<file path="src/rtl/assert_macros.svh">
// Assertion macros shared by the RTL. Define ASSERT_OFF to compile them out.
`ifndef ASSERT_MACROS_SVH
`define ASSERT_MACROS_SVH
`ifndef ASSERT_OFF
// Same-cycle implication, checked while out of reset.
`define ASSERT_IMP(lbl, clk, rstn, ante, cons) \
	lbl: assert property (@(posedge clk) disable iff (!rstn) (ante) |-> (cons)) \
		else $error("assertion failed: same-cycle implication");
// Next-cycle implication, checked while out of reset.
`define ASSERT_NEXT(lbl, clk, rstn, ante, cons) \
	lbl: assert property (@(posedge clk) disable iff (!rstn) (ante) |=> (cons)) \
		else $error("assertion failed: next-cycle implication");
`else
`define ASSERT_IMP(lbl, clk, rstn, ante, cons)
`define ASSERT_NEXT(lbl, clk, rstn, ante, cons)
`endif
`endif

</file>
<file path="src/rtl/hcu_pkg.sv">
`timescale 1ns / 1ps
package hcu_pkg;

	// One letter of the 26-letter alphabet, 0 for a.
	typedef logic [4:0] sym_t;
	// Four key entries: 0 top left, 1 top right, 2 bottom left, 3 bottom right.
	typedef logic [3:0][4:0] key_mat_t;

	// One unit of work for the back end: a letter pair or a single marker beat.
	typedef struct packed {
		logic marker;
		logic dir;
		sym_t p0;
		sym_t p1;
		logic done;
		logic err;
	} job_t;

	typedef struct packed {
		logic busy;
		logic ok;
	} inv_stat_t;

	localparam logic [7:0] CHAR_UA = 8'h41;
	localparam logic [7:0] CHAR_UZ = 8'h5A;
	localparam logic [7:0] CHAR_LA = 8'h61;
	localparam logic [7:0] CHAR_LZ = 8'h7A;
	localparam sym_t PAD_SYM = 5'd25;
	localparam logic [5:0] ALPHA = 6'd26;
	// 2521 / 65536 is just above 1/26; exact floor for values below 2048.
	localparam logic [11:0] RECIP_26 = 12'd2521;

	localparam logic [2:0] REG_KEY_TL = 3'd0;
	localparam logic [2:0] REG_KEY_TR = 3'd1;
	localparam logic [2:0] REG_KEY_BL = 3'd2;
	localparam logic [2:0] REG_KEY_BR = 3'd3;
	localparam logic [2:0] REG_DIR    = 3'd4;

	// Residue mod 26 of an 11-bit value by reciprocal multiplication.
	function automatic sym_t mod26_f(input logic [10:0] x);
		logic [22:0] prod;
		logic [6:0]  q;
		logic [10:0] r;
		prod = 23'(x) * 23'(RECIP_26);
		q    = prod[22:16];
		r    = x - 11'(q) * 11'(ALPHA);
		return r[4:0];
	endfunction

	// Residue mod 26 of a 5-bit value.
	function automatic sym_t fold26_f(input logic [4:0] x);
		return (x >= 5'(ALPHA)) ? x - 5'(ALPHA) : x;
	endfunction

	// Multiplicative inverse mod 26; zero where none exists.
	function automatic sym_t dinv_f(input sym_t det);
		sym_t r;
		unique case (det)
			5'd1:    r = 5'd1;
			5'd3:    r = 5'd9;
			5'd5:    r = 5'd21;
			5'd7:    r = 5'd15;
			5'd9:    r = 5'd3;
			5'd11:   r = 5'd19;
			5'd15:   r = 5'd7;
			5'd17:   r = 5'd23;
			5'd19:   r = 5'd11;
			5'd21:   r = 5'd5;
			5'd23:   r = 5'd17;
			5'd25:   r = 5'd25;
			default: r = 5'd0;
		endcase
		return r;
	endfunction

endpackage

</file>
<file path="src/rtl/hill_cipher_2x2_mod26_unit.sv">
`timescale 1ns / 1ps
// 2x2 Hill cipher over the 26-letter alphabet. One character is accepted per clock while in_stall
// is low; letters are case-folded, everything else is dropped, and each completed letter pair
// leaves as two result beats in turn (upper case when encrypting, lower case when decrypting),
// while a message end with nothing to pair, a dropped odd letter when decrypting, or a pair
// decrypted under a key with no inverse leaves as a single beat with letter_valid low. The front
// end classifies characters and pairs letters at the full input rate; a queue of QUEUE_DEPTH
// jobs decouples it from the back end, whose three-stage multiply and mod-26 pipeline emits one
// beat per cycle while out_stall is low, so a stream of letters is sustained at one character
// per cycle, and a pair's job passes through the queue and each pipeline stage before its first
// beat is offered. Writing any key register starts a recomputation of the inverse matrix
// (products, determinant, inverse, scaling, reduction), during which in_stall is held high; a
// direction write takes effect on the next cycle. There is no clearing pass after reset.
`include "assert_macros.svh"
module hill_cipher_2x2_mod26_unit
	import hcu_pkg::*;
#(
	parameter int QUEUE_DEPTH = 4
) (
	input  logic       clk,
	input  logic       arst_n,
	input  logic       cfg_we,
	input  logic [2:0] cfg_index,
	input  logic [4:0] cfg_data,
	input  logic       in_valid,
	output logic       in_stall,
	input  logic [7:0] char_code,
	input  logic       message_end,
	output logic       out_valid,
	input  logic       out_stall,
	output logic [7:0] letter_code,
	output logic       letter_valid,
	output logic       run_last,
	output logic       message_done,
	output logic       key_error
);

	key_mat_t  key_q;
	logic      dir_q;
	logic      key_wr;
	key_mat_t  inv_mat;
	inv_stat_t inv_stat;
	logic      accept;
	logic      push;
	job_t      job;
	job_t      job_head;
	logic      empty;
	logic      full;
	logic      pop;
	logic      pair_first;

	// A key write restarts the inverse computation; the direction bit needs none.
	always_comb begin
		key_wr = 1'b0;
		unique case (cfg_index)
			REG_KEY_TL, REG_KEY_TR, REG_KEY_BL, REG_KEY_BR: key_wr = cfg_we;
			default: key_wr = 1'b0;
		endcase
	end

	always_ff @(posedge clk or negedge arst_n) begin
		if (!arst_n) begin
			key_q <= {5'd5, 5'd2, 5'd3, 5'd3};
			dir_q <= 1'b0;
		end else if (cfg_we) begin
			if (key_wr) begin
				key_q[cfg_index[1:0]] <= cfg_data;
			end else if (cfg_index == REG_DIR) begin
				dir_q <= cfg_data[0];
			end
		end
	end

	// Input is held off while the queue is full or the inverse key is being rebuilt.
	assign in_stall = full || inv_stat.busy;
	assign accept   = in_valid && !in_stall;

	hcu_inv u_inv (
		.clk     (clk),
		.arst_n  (arst_n),
		.start   (key_wr),
		.key_mat (key_q),
		.inv_mat (inv_mat),
		.stat    (inv_stat)
	);

	hcu_front u_front (
		.clk         (clk),
		.arst_n      (arst_n),
		.accept      (accept),
		.char_code   (char_code),
		.message_end (message_end),
		.dir         (dir_q),
		.inv_ok      (inv_stat.ok),
		.push        (push),
		.job         (job)
	);

	hcu_fifo #(
		.DEPTH (QUEUE_DEPTH)
	) u_fifo (
		.clk    (clk),
		.arst_n (arst_n),
		.push   (push),
		.din    (job),
		.pop    (pop),
		.dout   (job_head),
		.empty  (empty),
		.full   (full)
	);

	hcu_back u_back (
		.clk          (clk),
		.arst_n       (arst_n),
		.key_mat      (key_q),
		.inv_mat      (inv_mat),
		.job_in       (job_head),
		.job_avail    (!empty),
		.pop          (pop),
		.out_valid    (out_valid),
		.out_stall    (out_stall),
		.letter_code  (letter_code),
		.letter_valid (letter_valid),
		.run_last     (run_last),
		.message_done (message_done),
		.key_error    (key_error)
	);

	// The first beat of a pair being taken by the receiver.
	assign pair_first = out_valid && !out_stall && !run_last;

	// A beat without a letter is always the only beat of its job.
	`ASSERT_IMP(a_marker_last, clk, arst_n, out_valid && !letter_valid, run_last)
	// An error beat never carries a letter.
	`ASSERT_IMP(a_err_no_letter, clk, arst_n, out_valid && key_error, !letter_valid)
	// The first beat of a pair is followed at once by its closing letter beat.
	`ASSERT_NEXT(a_pair_second, clk, arst_n, pair_first, out_valid && letter_valid && run_last)
	// The front end never pushes into a full queue.
	`ASSERT_IMP(a_no_overflow, clk, arst_n, push, !full)

endmodule

</file>
<file path="src/rtl/hcu_fifo.sv">
`timescale 1ns / 1ps
module hcu_fifo
	import hcu_pkg::*;
#(
	parameter int DEPTH = 4
) (
	input  logic clk,
	input  logic arst_n,
	input  logic push,
	input  job_t din,
	input  logic pop,
	output job_t dout,
	output logic empty,
	output logic full
);

	localparam int AW = (DEPTH > 1) ? $clog2(DEPTH) : 1;
	localparam int CW = $clog2(DEPTH + 1);

	job_t          slot_q [DEPTH];
	logic [AW-1:0] wr_ptr_q;
	logic [AW-1:0] rd_ptr_q;
	logic [CW-1:0] count_q;
	logic          do_push;
	logic          do_pop;

	assign empty   = (count_q == '0);
	assign full    = (count_q == CW'(DEPTH));
	assign do_push = push && !full;
	assign do_pop  = pop && !empty;
	assign dout    = slot_q[rd_ptr_q];

	always_ff @(posedge clk) begin
		if (do_push) begin
			slot_q[wr_ptr_q] <= din;
		end
	end

	always_ff @(posedge clk or negedge arst_n) begin
		if (!arst_n) begin
			wr_ptr_q <= '0;
			rd_ptr_q <= '0;
			count_q  <= '0;
		end else begin
			if (do_push) begin
				wr_ptr_q <= (wr_ptr_q == AW'(DEPTH - 1)) ? '0 : wr_ptr_q + 1'b1;
			end
			if (do_pop) begin
				rd_ptr_q <= (rd_ptr_q == AW'(DEPTH - 1)) ? '0 : rd_ptr_q + 1'b1;
			end
			if (do_push && !do_pop) begin
				count_q <= count_q + 1'b1;
			end else if (do_pop && !do_push) begin
				count_q <= count_q - 1'b1;
			end
		end
	end

endmodule

</file>
<file path="src/rtl/hcu_front.sv">
`timescale 1ns / 1ps
module hcu_front
	import hcu_pkg::*;
(
	input  logic       clk,
	input  logic       arst_n,
	input  logic       accept,
	input  logic [7:0] char_code,
	input  logic       message_end,
	input  logic       dir,
	input  logic       inv_ok,
	output logic       push,
	output job_t       job
);

	sym_t       held_q;
	logic       held_v_q;
	logic       is_upper;
	logic       is_lower;
	logic       is_letter;
	logic [7:0] off;
	sym_t       sym;
	sym_t       new_held;
	logic       new_held_v;
	logic       pair_now;

	assign is_upper  = (char_code >= CHAR_UA) && (char_code <= CHAR_UZ);
	assign is_lower  = (char_code >= CHAR_LA) && (char_code <= CHAR_LZ);
	assign is_letter = is_upper || is_lower;
	assign off       = char_code - (is_upper ? CHAR_UA : CHAR_LA);
	assign sym       = off[4:0];

	assign pair_now   = is_letter && held_v_q;
	assign new_held   = is_letter ? sym : held_q;
	assign new_held_v = is_letter || held_v_q;

	always_comb begin
		job.marker = 1'b0;
		job.dir    = dir;
		job.p0     = held_q;
		job.p1     = sym;
		job.done   = message_end;
		job.err    = 1'b0;
		push       = 1'b0;
		if (pair_now) begin
			push = accept;
			// Decrypting with a singular key yields one error beat per pair.
			if (dir && !inv_ok) begin
				job.marker = 1'b1;
				job.err    = 1'b1;
			end
		end else if (message_end) begin
			push     = accept;
			job.done = 1'b1;
			if (!new_held_v) begin
				job.marker = 1'b1;
			end else if (dir) begin
				job.marker = 1'b1;
				job.err    = 1'b1;
			end else begin
				job.p0 = new_held;
				job.p1 = PAD_SYM;
			end
		end
	end

	always_ff @(posedge clk) begin
		if (accept && is_letter) begin
			held_q <= sym;
		end
	end

	always_ff @(posedge clk or negedge arst_n) begin
		if (!arst_n) begin
			held_v_q <= 1'b0;
		end else if (accept) begin
			held_v_q <= (pair_now || message_end) ? 1'b0 : new_held_v;
		end
	end

endmodule

</file>
<file path="src/rtl/hcu_inv.sv">
`timescale 1ns / 1ps
module hcu_inv
	import hcu_pkg::*;
(
	input  logic      clk,
	input  logic      arst_n,
	input  logic      start,
	input  key_mat_t  key_mat,
	output key_mat_t  inv_mat,
	output inv_stat_t stat
);

	localparam logic [2:0] INV_IDLE = 3'd0;
	localparam logic [2:0] INV_PROD = 3'd1;
	localparam logic [2:0] INV_DET  = 3'd2;
	localparam logic [2:0] INV_DINV = 3'd3;
	localparam logic [2:0] INV_MUL  = 3'd4;
	localparam logic [2:0] INV_RED  = 3'd5;

	logic [2:0]  state_q;
	logic [9:0]  ad_q;
	logic [9:0]  bc_q;
	sym_t        det_q;
	sym_t        dinv_q;
	logic [9:0]  prod_q [4];
	key_mat_t    inv_q;
	logic        ok_q;

	sym_t        a;
	sym_t        b;
	sym_t        c;
	sym_t        d;
	sym_t        ma;
	sym_t        mb;
	logic [5:0]  diff;
	sym_t        det;
	sym_t        nb;
	sym_t        nc;

	assign a    = fold26_f(key_mat[0]);
	assign b    = fold26_f(key_mat[1]);
	assign c    = fold26_f(key_mat[2]);
	assign d    = fold26_f(key_mat[3]);
	assign nb   = (b == '0) ? '0 : 5'(ALPHA) - b;
	assign nc   = (c == '0) ? '0 : 5'(ALPHA) - c;
	assign ma   = mod26_f(11'(ad_q));
	assign mb   = mod26_f(11'(bc_q));
	assign diff = {1'b0, ma} + ALPHA - {1'b0, mb};
	assign det  = (diff >= ALPHA) ? 5'(diff - ALPHA) : diff[4:0];

	assign inv_mat = inv_q;
	assign stat.busy = (state_q != INV_IDLE);
	assign stat.ok   = ok_q;

	always_ff @(posedge clk) begin
		unique case (state_q)
			INV_PROD: begin
				ad_q <= 10'(a) * 10'(d);
				bc_q <= 10'(b) * 10'(c);
			end
			INV_DET:  det_q  <= det;
			INV_DINV: dinv_q <= dinv_f(det_q);
			INV_MUL: begin
				prod_q[0] <= 10'(d) * 10'(dinv_q);
				prod_q[1] <= 10'(nb) * 10'(dinv_q);
				prod_q[2] <= 10'(nc) * 10'(dinv_q);
				prod_q[3] <= 10'(a) * 10'(dinv_q);
			end
			default: ;
		endcase
	end

	always_ff @(posedge clk or negedge arst_n) begin
		if (!arst_n) begin
			state_q <= INV_IDLE;
			inv_q   <= {5'd9, 5'd20, 5'd17, 5'd15};
			ok_q    <= 1'b1;
		end else if (start) begin
			state_q <= INV_PROD;
		end else begin
			unique case (state_q)
				INV_IDLE: state_q <= INV_IDLE;
				INV_PROD: state_q <= INV_DET;
				INV_DET:  state_q <= INV_DINV;
				INV_DINV: state_q <= INV_MUL;
				INV_MUL:  state_q <= INV_RED;
				INV_RED: begin
					state_q <= INV_IDLE;
					ok_q    <= (dinv_q != '0);
					for (int i = 0; i < 4; i++) begin
						inv_q[i] <= mod26_f(11'(prod_q[i]));
					end
				end
				default: state_q <= INV_IDLE;
			endcase
		end
	end

endmodule

</file>
<file path="src/rtl/hcu_back.sv">
`timescale 1ns / 1ps
module hcu_back
	import hcu_pkg::*;
(
	input  logic       clk,
	input  logic       arst_n,
	input  key_mat_t   key_mat,
	input  key_mat_t   inv_mat,
	input  job_t       job_in,
	input  logic       job_avail,
	output logic       pop,
	output logic       out_valid,
	input  logic       out_stall,
	output logic [7:0] letter_code,
	output logic       letter_valid,
	output logic       run_last,
	output logic       message_done,
	output logic       key_error
);

	logic        v_s1;
	job_t        job_s1;
	logic [9:0]  pr_s1 [4];
	logic        v_s2;
	job_t        job_s2;
	logic [10:0] sum_s2 [2];
	logic [6:0]  q_s2 [2];
	logic        v_s3;
	logic        marker_s3;
	logic        done_s3;
	logic        err_s3;
	logic [7:0]  let_s3 [2];
	logic        beat_q;

	key_mat_t    m;
	logic [10:0] sum [2];
	logic [22:0] qp [2];
	logic [10:0] rem [2];
	logic [7:0]  base;
	logic        take;
	logic        final_beat;
	logic        adv;

	assign m          = job_in.dir ? inv_mat : key_mat;
	assign take       = v_s3 && !out_stall;
	assign final_beat = marker_s3 || beat_q;
	assign adv        = !v_s3 || (take && final_beat);
	assign pop        = adv && job_avail;
	assign base       = job_s2.dir ? CHAR_LA : CHAR_UA;

	always_comb begin
		sum[0] = 11'(pr_s1[0]) + 11'(pr_s1[1]);
		sum[1] = 11'(pr_s1[2]) + 11'(pr_s1[3]);
		for (int i = 0; i < 2; i++) begin
			qp[i]  = 23'(sum[i]) * 23'(RECIP_26);
			rem[i] = sum_s2[i] - 11'(q_s2[i]) * 11'(ALPHA);
		end
	end

	always_ff @(posedge clk) begin
		if (adv) begin
			job_s1    <= job_in;
			pr_s1[0]  <= 10'(m[0]) * 10'(job_in.p0);
			pr_s1[1]  <= 10'(m[1]) * 10'(job_in.p1);
			pr_s1[2]  <= 10'(m[2]) * 10'(job_in.p0);
			pr_s1[3]  <= 10'(m[3]) * 10'(job_in.p1);
			job_s2    <= job_s1;
			marker_s3 <= job_s2.marker;
			done_s3   <= job_s2.done;
			err_s3    <= job_s2.err;
			for (int i = 0; i < 2; i++) begin
				sum_s2[i] <= sum[i];
				q_s2[i]   <= qp[i][22:16];
				let_s3[i] <= base + 8'(rem[i][4:0]);
			end
		end
	end

	always_ff @(posedge clk or negedge arst_n) begin
		if (!arst_n) begin
			v_s1   <= 1'b0;
			v_s2   <= 1'b0;
			v_s3   <= 1'b0;
			beat_q <= 1'b0;
		end else if (adv) begin
			v_s1   <= pop;
			v_s2   <= v_s1;
			v_s3   <= v_s2;
			beat_q <= 1'b0;
		end else if (take) begin
			beat_q <= 1'b1;
		end
	end

	always_comb begin
		out_valid    = v_s3;
		letter_code  = beat_q ? let_s3[1] : let_s3[0];
		letter_valid = 1'b1;
		run_last     = beat_q;
		message_done = beat_q && done_s3;
		key_error    = 1'b0;
		if (marker_s3) begin
			letter_code  = 8'h00;
			letter_valid = 1'b0;
			run_last     = 1'b1;
			message_done = done_s3;
			key_error    = err_s3;
		end
	end

endmodule

</file>
<file path="config.mk">
export PLATFORM = sky130hd
export DESIGN_NAME = hill_cipher_2x2_mod26_unit
export DESIGN_NICKNAME = d
export VERILOG_FILES = /design/src/rtl/hcu_pkg.sv /design/src/rtl/hill_cipher_2x2_mod26_unit.sv /design/src/rtl/hcu_fifo.sv /design/src/rtl/hcu_front.sv /design/src/rtl/hcu_inv.sv /design/src/rtl/hcu_back.sv
export VERILOG_INCLUDE_DIRS = /design/src /design/src/rtl
export SDC_FILE = /design/constraint.sdc
export NUM_CORES = 2
export LEC_CHECK = 0
export ABC_AREA = 0
export BUFFER_PORTS_ARGS = -buffer_cell sky130_fd_sc_hd__clkbuf_2
export CAP_MARGIN = 0
export CORE_ASPECT_RATIO = 1.25
export CORE_MARGIN = 2
export CORE_UTILIZATION = 45
export DETAILED_ROUTE_END_ITERATION = 10
export GPL_TIMING_DRIVEN = 0
export SETUP_SLACK_MARGIN = 0.1
export SYNTH_ARGS = -nofsm -noshare
export SYNTH_HDL_FRONTEND = slang
export SYNTH_SLANG_ARGS = --single-unit
</file>
<file path="constraint.sdc">
create_clock -name clk -period 11.3 [get_ports clk]
set_clock_uncertainty 0.1 [all_clocks]
set_input_delay 2.26 -clock clk [delete_from_list [all_inputs] [get_ports clk]]
set_output_delay 2.26 -clock clk [all_outputs]
set_load 0.01 [all_outputs]
</file>
Word level (Yosys, flattened, before mapping)
Memories as Yosys holds them, arrays and structs flattened. A register that Yosys moved wholly into a read port is not among the register bits.
Cells that the tools add are included.
{ "classes": {"addsub": 26, "multipliers": 26, "order_cmp": 11, "n_eq_ne": 12, "n_mux": 48, "bitwise_logic": 1, "n_reduce_logical": 41} }
{ "op_table": {"columns": ["op", "n"], "rows": [
  ["10-bit by 12-bit multiplier with 22-bit output (second input constant)", 6],
  ["5-bit by 5-bit multiplier with 10-bit output", 10],
  ["11-bit by 12-bit multiplier with 23-bit output (second input constant)", 2],
  ["5-bit two-way mux", 9],
  ["5-bit subtractor", 8],
  ["6-bit by 4-bit multiplier with 4-bit output (second input constant)", 6],
  ["5-bit subtractor (second input constant)", 6],
  ["1-bit two-way mux", 23],
  ["10-bit by 10-bit adder with 11-bit output", 2],
  ["20-bit bitwise mux", 1],
  ["5-bit greater-or-equal comparator (second input constant)", 4],
  ["10-bit two-way mux", 2],
  ["20-bit two-way mux", 1],
  ["8-bit by 5-bit adder with 8-bit output", 2],
  ["8-bit by 7-bit greater-or-equal comparator with 1-bit output (second input constant)", 2],
  ["8-bit by 7-bit less-or-equal comparator with 1-bit output (second input constant)", 2],
  ["8-bit two-way mux", 2],
  ["1-bit logical AND", 15],
  ["7-bit by 4-bit multiplier with 4-bit output (second input constant)", 2],
  ["3-bit by 2-bit == test with 1-bit output (second input constant)", 4],
  ["3-bit == test (second input constant)", 4],
  ["12-bit two-way mux", 1],
  ["3-bit one-hot mux with 4 select lines", 1],
  ["11-bit two-way mux", 1],
  ["other kinds (26)", 49]
]} }
{ "word_totals": {"reg_bits": 98, "ram_bits": 188, "rom_bits": 160, "elab_cells": 206, "n_memories": 7} }
{ "memory_table": {"columns": ["memory", "words", "width", "rd", "rd_ports_with_merged_regs", "write_ports", "line", "source"], "rows": [
  ["(name not given)", 32, 5, 1, 1, 0, "hcu_pkg.sv:58", "unique case (det)"],
  ["u_fifo.slot_q", 4, 14, 1, 0, 1, "hcu_fifo.sv:20", "job_t slot_q [DEPTH];"],
  ["u_back.pr_s1", 4, 10, 4, 0, 4, "hcu_back.sv:23", "logic [9:0] pr_s1 [4];"],
  ["u_inv.prod_q", 4, 10, 4, 0, 4, "hcu_inv.sv:25", "logic [9:0] prod_q [4];"],
  ["u_back.sum_s2", 2, 11, 2, 0, 2, "hcu_back.sv:26", "logic [10:0] sum_s2 [2];"],
  ["u_back.let_s3", 2, 8, 2, 0, 2, "hcu_back.sv:32", "logic [7:0] let_s3 [2];"],
  ["+1 memories", null, null, null, null, null, null, null]
]} }

Longest topological paths before layout
{ "logic_depth": {"word_depth": 11, "mapped_depth": 32, "mapped_depth_nobuf": 32} }

Hierarchy
Synthesis repeated with hierarchy kept, for this count alone.
{ "unflattened": {"hier_cells": 3306, "area_unflattened_um2": 35336.4} }
{ "modules_own_cells": {"columns": ["mod", "n_inst", "cells_each", "area_each_um2", "seq_area_each_um2"], "rows": [
  ["hcu_inv", 1, 1984, 19924.1, 2716.4],
  ["hcu_back", 1, 1098, 11458.5, 2652.5],
  ["hcu_fifo", 1, 110, 2461.1, 1856.8],
  ["hill_cipher_2x2_mod26_unit", 1, 52, 868.3, 534.3],
  ["hcu_front", 1, 62, 624.3, 175.2]
]} }

Worst setup path after synthesis
Ideal clock, no wire load.
{ "synth_timing": {"path_kind": "input-to-reg", "startpoint": "input port out_stall", "endpoint": "register u_fifo.count_q[1]", "setup_time_ns": 0.125, "arrival_ns": 8.192, "required_time_ns": 11.075, "path_slack_ns": 2.883, "path_stages": 6, "cell_sequence": "o21ai_1 o31ai_1 ha_1 inv_1 fa_1 mux2_2"} }
{ "synth_between": {"elab_chain_len": 9, "word_cells_on_any_way": 11, "classes_between": "mux: 1; reduce/logical: 10"} }
{ "synth_lines": {"columns": ["element", "line", "source"], "rows": [
  ["from (decl)", "hill_cipher_2x2_mod26_unit.sv:30", "input logic out_stall,"],
  ["1-bit logical NOT *", "hcu_back.sv:45", "assign take = v_s3 && !out_stall;"],
  ["1-bit logical AND *", "hcu_back.sv:45", null],
  ["1-bit logical AND *", "hcu_back.sv:47", "assign adv = !v_s3 || (take && final_beat);"],
  ["1-bit logical OR *", "hcu_back.sv:47", null],
  ["1-bit logical AND *", "hcu_back.sv:48", "assign pop = adv && job_avail;"],
  ["1-bit logical AND *", "hcu_fifo.sv:30", "assign do_pop = pop && !empty;"],
  ["1-bit logical NOT", "hcu_fifo.sv:51", "if (do_push && !do_pop) begin"],
  ["1-bit logical AND", "hcu_fifo.sv:51", null],
  ["3-bit two-way mux or 2-bit nonzero test (tied branches)", null, null],
  ["to (signal assigned)", "hcu_fifo.sv:52", "count_q <= count_q + 1'b1;"],
  ["to (signal assigned)", "hcu_fifo.sv:54", "count_q <= count_q - 1'b1;"],
  ["to (decl)", "hcu_fifo.sv:23", "logic [CW-1:0] count_q;"]
]} }
Mark *: on every way between the ends. The rest lies on a longest branch, timed or not.
A chain may end at the register's enable or synchronous reset.

Worst setup path after layout
{ "layout_timing": {"startpoint": "register u_inv.bc_q[4]", "endpoint": "register u_inv.det_q[3], data pin"} }
{ "layout_between": {"elab_chain_len": 6, "word_cells_on_any_way": 7, "classes_between": "add/sub: 3; mul: 2; order compare: 1; mux: 1"} }
{ "layout_lines": {"columns": ["element", "line", "source"], "rows": [
  ["from (decl)", "hcu_inv.sv:22", "logic [9:0] bc_q;"],
  ["from (signal assigned)", "hcu_inv.sv:59", "bc_q <= 10'(b) * 10'(c);"],
  ["10-bit by 12-bit multiplier with 22-bit output", "hcu_pkg.sv:44", "prod = 23'(x) * 23'(RECIP_26);"],
  ["6-bit by 4-bit multiplier with 4-bit output", "hcu_pkg.sv:46", "r = x - 11'(q) * 11'(ALPHA);"],
  ["5-bit subtractor *", "hcu_pkg.sv:46", null],
  ["6-bit by 5-bit subtractor with 6-bit output *", "hcu_inv.sv:48", "assign diff = {1'b0, ma} + ALPHA - {1'b0, mb};"],
  ["5-bit subtractor or 6-bit by 5-bit greater-or-equal comparator with 1-bit output (tied branches)", "hcu_inv.sv:49", "assign det = (diff >= ALPHA) ? 5'(diff - ALPHA) : diff[4:0];"],
  ["5-bit two-way mux *", "hcu_inv.sv:49", null],
  ["net u_inv.det[3]", "hcu_inv.sv:36", "sym_t det;"],
  ["to (signal assigned)", "hcu_inv.sv:61", "INV_DET: det_q <= det;"],
  ["to (decl)", "hcu_inv.sv:23", "sym_t det_q;"]
]} }
The timed path passes the listed nets; every way through them passes the cells marked *.

==> summary.md <==
| Metric | Value |
|---|---|
| Crit path to | u_inv.det_q[3] |
| RePlAce Congestion | 0.8323 |
| GRT overflow | 0 |
| Initial antenna violation count | 3 |
| Number of flops mapped to enable cells by yosys | 216 |
| Worst Setup SP | u_inv.bc_q[4] |
| Vias in the first global route | 23320 |
| Yosys reg bits | 273 |
| Yosys warnings | 0 |
| Run status | finished clean |
| # IOs | 36 |
| Cell Area, Synth | roughly 35000 um2 |
| Largest net degree at the start of global routing | 58 |
| Cell row count | 113 |
| Global-route track usage on met1 | 21.56% |
| Syn Inst Count | ~3300 |
| Synth Area in Simple Gates | 7.707% |
| Initial core utilization | between 40% and 50% |
| Post-Synth Adder-Cell Area | between 40% and 50% |
| Critical Path Max Stage Delay | about 0.53 ns |
| Ant. Diodes | 0 |
| Final Max Tran Viols | 0 |
| Final cycle utilization of the critical path | about two thirds |
| Postcts setup bufs | 0 |
| Clk buf depth | 3 |
| Reg2reg setup slack | 3.67 ns |
| Most common cell after layout, fill and taps aside | ha_1 |
| DR pass1 iterations | 5 |
| Vias | 22150 |
| Nets | 4495 |
| Reg-to-reg endpoint | u_inv.det_q[3] |
| Crit path kind | flop to flop |
| Critical path data arrival time | 7.82 ns |
| Crit-path max FO | 6 |
| Die Y | 314.2 um |
| Max_cap viols | 0 |
| Buffers on Ports | 35 |
| Clock slew at reported path FFs | about 0.050 ns |
| Die Wd | 252.2 um |
| DRC Markers | 0 |
| Commonest cells after routing, fill and taps aside | ha_1 (731), inv_1 (682), fa_1 (362) |
| Post-synthesis compound-gate area fraction | 7.216% |
| Fmax | 131.0 MHz |
| CTS buffer count | 36 |
| WL final | about 67000 um |
| Most used flip-flop cell after synthesis | edfxtp_1 |
| Tightest Hold Check Type | flop to flop |
| Post-route ant nets | 0 |
| DP HPWL | between 50000 and 60000 um |
| DR vias/cell | 5.050 |
| R2R depth | 31 |
| Async set-reset flop share out of synthesis | a little over a fifth |
| Post-synthesis mux area share | 2.041% |
| CTS tree | built |
| M2 GR Usage | 33.25% |
| Final critical-path required period | 7.631 ns |
| Max H-tree Level | 2 |
| First-pass GRT wire length | 114200 um |
| Slowest cell on the critical path | edfxtp_1 |
| Final hold violation count | 0 |
| Final setup vio count | 0 |
| Type of origin of the critical path | flop |
| Crit. End Element | flop |
| Least-Margin Pin Slew | 1.341 ns |
| Die area | 79240 um2 |
| Worst flop-to-flop path startpoint | u_inv.bc_q[4] |
| Worst-skew pair later-pin latency | 0.55 ns |
| Synthesized area per cell | 10.50 um2 |
| Met3 Usage GRT | 2.439% |
| Largest family of logic cells by synthesized area | adder cells |
| Grt peak-use layer | met2 |
| Area growth syn-to-layout | 7.783% |
| Post-Synth XOR/XNOR Area | 4.980% |
| RSZ-0062 raised after global routing | false |
| Post-CTS Resized | 0 |
| CTS Hold Bufs | 0 |
| Post-Syn Nets | 4414 |
| CP required | about 11 ns |
| WL/cell | 15.27 um |
| CTS Sinks | 273 |
| Slew HR | 10.39% |
| Post-synthesis sequential area ratio | 22.90% |
| Core area | 76070 um2 |
| # fillers | 7038 |
| Layout cells sized above 1 | 5.135% |
| Initial DRC count | around 760 |
| Root Driver | clkbuf_16 |
| Synth cell types | 74 |
| Setup TNS | 0 ns |
| Total track usage | between 15 and 20% |
[worst min path at each step]
stage	start	end	slack, ns	depth (start not counted)
global route	u_back.job_s1[13]	u_back.job_s2[13]	0.32	0
detailed placement	u_back.job_s2[13]	u_back.marker_s3	0.30	0
CTS	u_back.job_s2[13]	u_back.marker_s3	0.32	0
floorplan	u_back.job_s2[1]	u_back.done_s3	0.30	0
global placement	u_back.job_s1[1]	u_back.job_s2[1]	0.30	0
finish	u_back.job_s2[1]	u_back.done_s3	0.32	0
[registers in the layout (all words and copies together), names as in the netlist, 2 cells and up]
signal	count
u_fifo.rd_ptr_q	2
u_fifo.wr_ptr_q	2
u_fifo.count_q	3
u_inv.bc_q	10
u_back.pr_s1	40
u_back.sum_s2	10
u_inv.dinv_q	5
u_inv.det_q	5
u_inv.ad_q	10
u_back.job_s2	4
u_back.job_s1	4
u_inv.prod_q	40
u_inv.inv_mat	20
key_q	20
u_back.q_s2	8
u_fifo.slot_q	56
u_front.held_q	5
u_back.let_s3	16
u_inv.state_q	3
[worst max-delay path: cells and delay by family, from the launching register on]
kind / cells / cell delay, ns
XOR/XNOR: 5 / 0.60
flip-flops: 1 / 0.53
AND/OR/NAND/NOR: 4 / 0.90
AO/OA/AOI/OAI: 6 / 1.13
adder cells (fa/ha/maj): 10 / 3.73
buffers and inverters: 6 / 0.39
[logic make-up (layout without fill, tap and decap cells)]
kind of cell | Yosys count | count (layout)
and+or+nand+nor | 562 | 562
buffers and inverters | 720 | 829
AOI/OAI and AO/OA | 394 | 394
muxes | 59 | 59
xor gates and xnor gates | 197 | 197
adders and majority gates | 1094 | 1094
DFF | 273 | 273
[metrics by stage]
| step | worst slack [ns] | hold WS (ns) | util [%] | std cells | cell area (um2) |
|---|---|---|---|---|---|
| floorplan | 2.883 | 0.3003 | - | 3299 | 34640 |
| global placement | 0.1803 | 0.3010 | 47.38 | 4311 | 36040 |
| detailed placement | 3.611 | 0.3045 | 47.59 | 4319 | 36200 |
| CTS | 3.600 | 0.3185 | 49.08 | 4385 | 37330 |
| global route | 3.131 | 0.3225 | 49.09 | 4385 | 37340 |
| finish | 3.669 | 0.3167 | 49.09 | 4385 | 37340 |
[routing by layer]
metal / share of wire, % / wire [um]
met5: 0.067 / 45
met2: 52 / 34830
met4: 2.3 / 1540
met3: 3.2 / 2128
met1: 42 / 28400
[Yosys cell counts (6+ instances only)]
cell type / instances / area share [%]
dfstp_2: 18 / 1.4
a31oi_1: 9 / 0.16
o21bai_1: 38 / 0.82
a21o_1: 51 / 1.1
mux2_1: 7 / 0.23
fa_1: 362 / 21
and2_1: 82 / 1.5
nand3_1: 12 / 0.17
a21oi_1: 127 / 1.8
and3_1: 6 / 0.11
mux4_2: 6 / 0.39
xnor2_1: 153 / 3.9
or2_2: 12 / 0.22
dfrtp_1: 39 / 2.8
clkbuf_1: 33 / 0.36
xor2_1: 44 / 1.1
nor3b_1: 7 / 0.15
o211ai_1: 7 / 0.15
o21ai_0: 53 / 0.77
nor3_1: 23 / 0.33
nand2b_1: 20 / 0.36
nor2_1: 163 / 1.8
mux2i_1: 20 / 0.58
a211oi_1: 9 / 0.20
o21a_1: 20 / 0.43
inv_1: 682 / 7.4
o31ai_1: 7 / 0.15
nand4_1: 8 / 0.14
nor2b_1: 22 / 0.40
nand2_1: 181 / 2.0
mux2_2: 26 / 0.85
o21ai_1: 26 / 0.38
edfxtp_1: 216 / 19
ha_1: 731 / 26
[layout make-up]
type / instances / area (um2) / share of cell area (%)
Multi-Input combinational cell: 2306 / 24040 / 64.37
Buffer: 36 / 136.4 / 0.3652
Sequential cell: 273 / 7935 / 21.25
Tap cell: 977 / 1222 / 3.274
Timing Repair Buffer: 43 / 305.3 / 0.8176
Inverter: 684 / 2567 / 6.876
Clock buffer: 44 / 955.9 / 2.560
Clock inverter: 22 / 182.7 / 0.4892
Power is left out: the tool's default activity adds up to more than one toggle a clock period on the data nets, which glitch-free logic cannot reach.
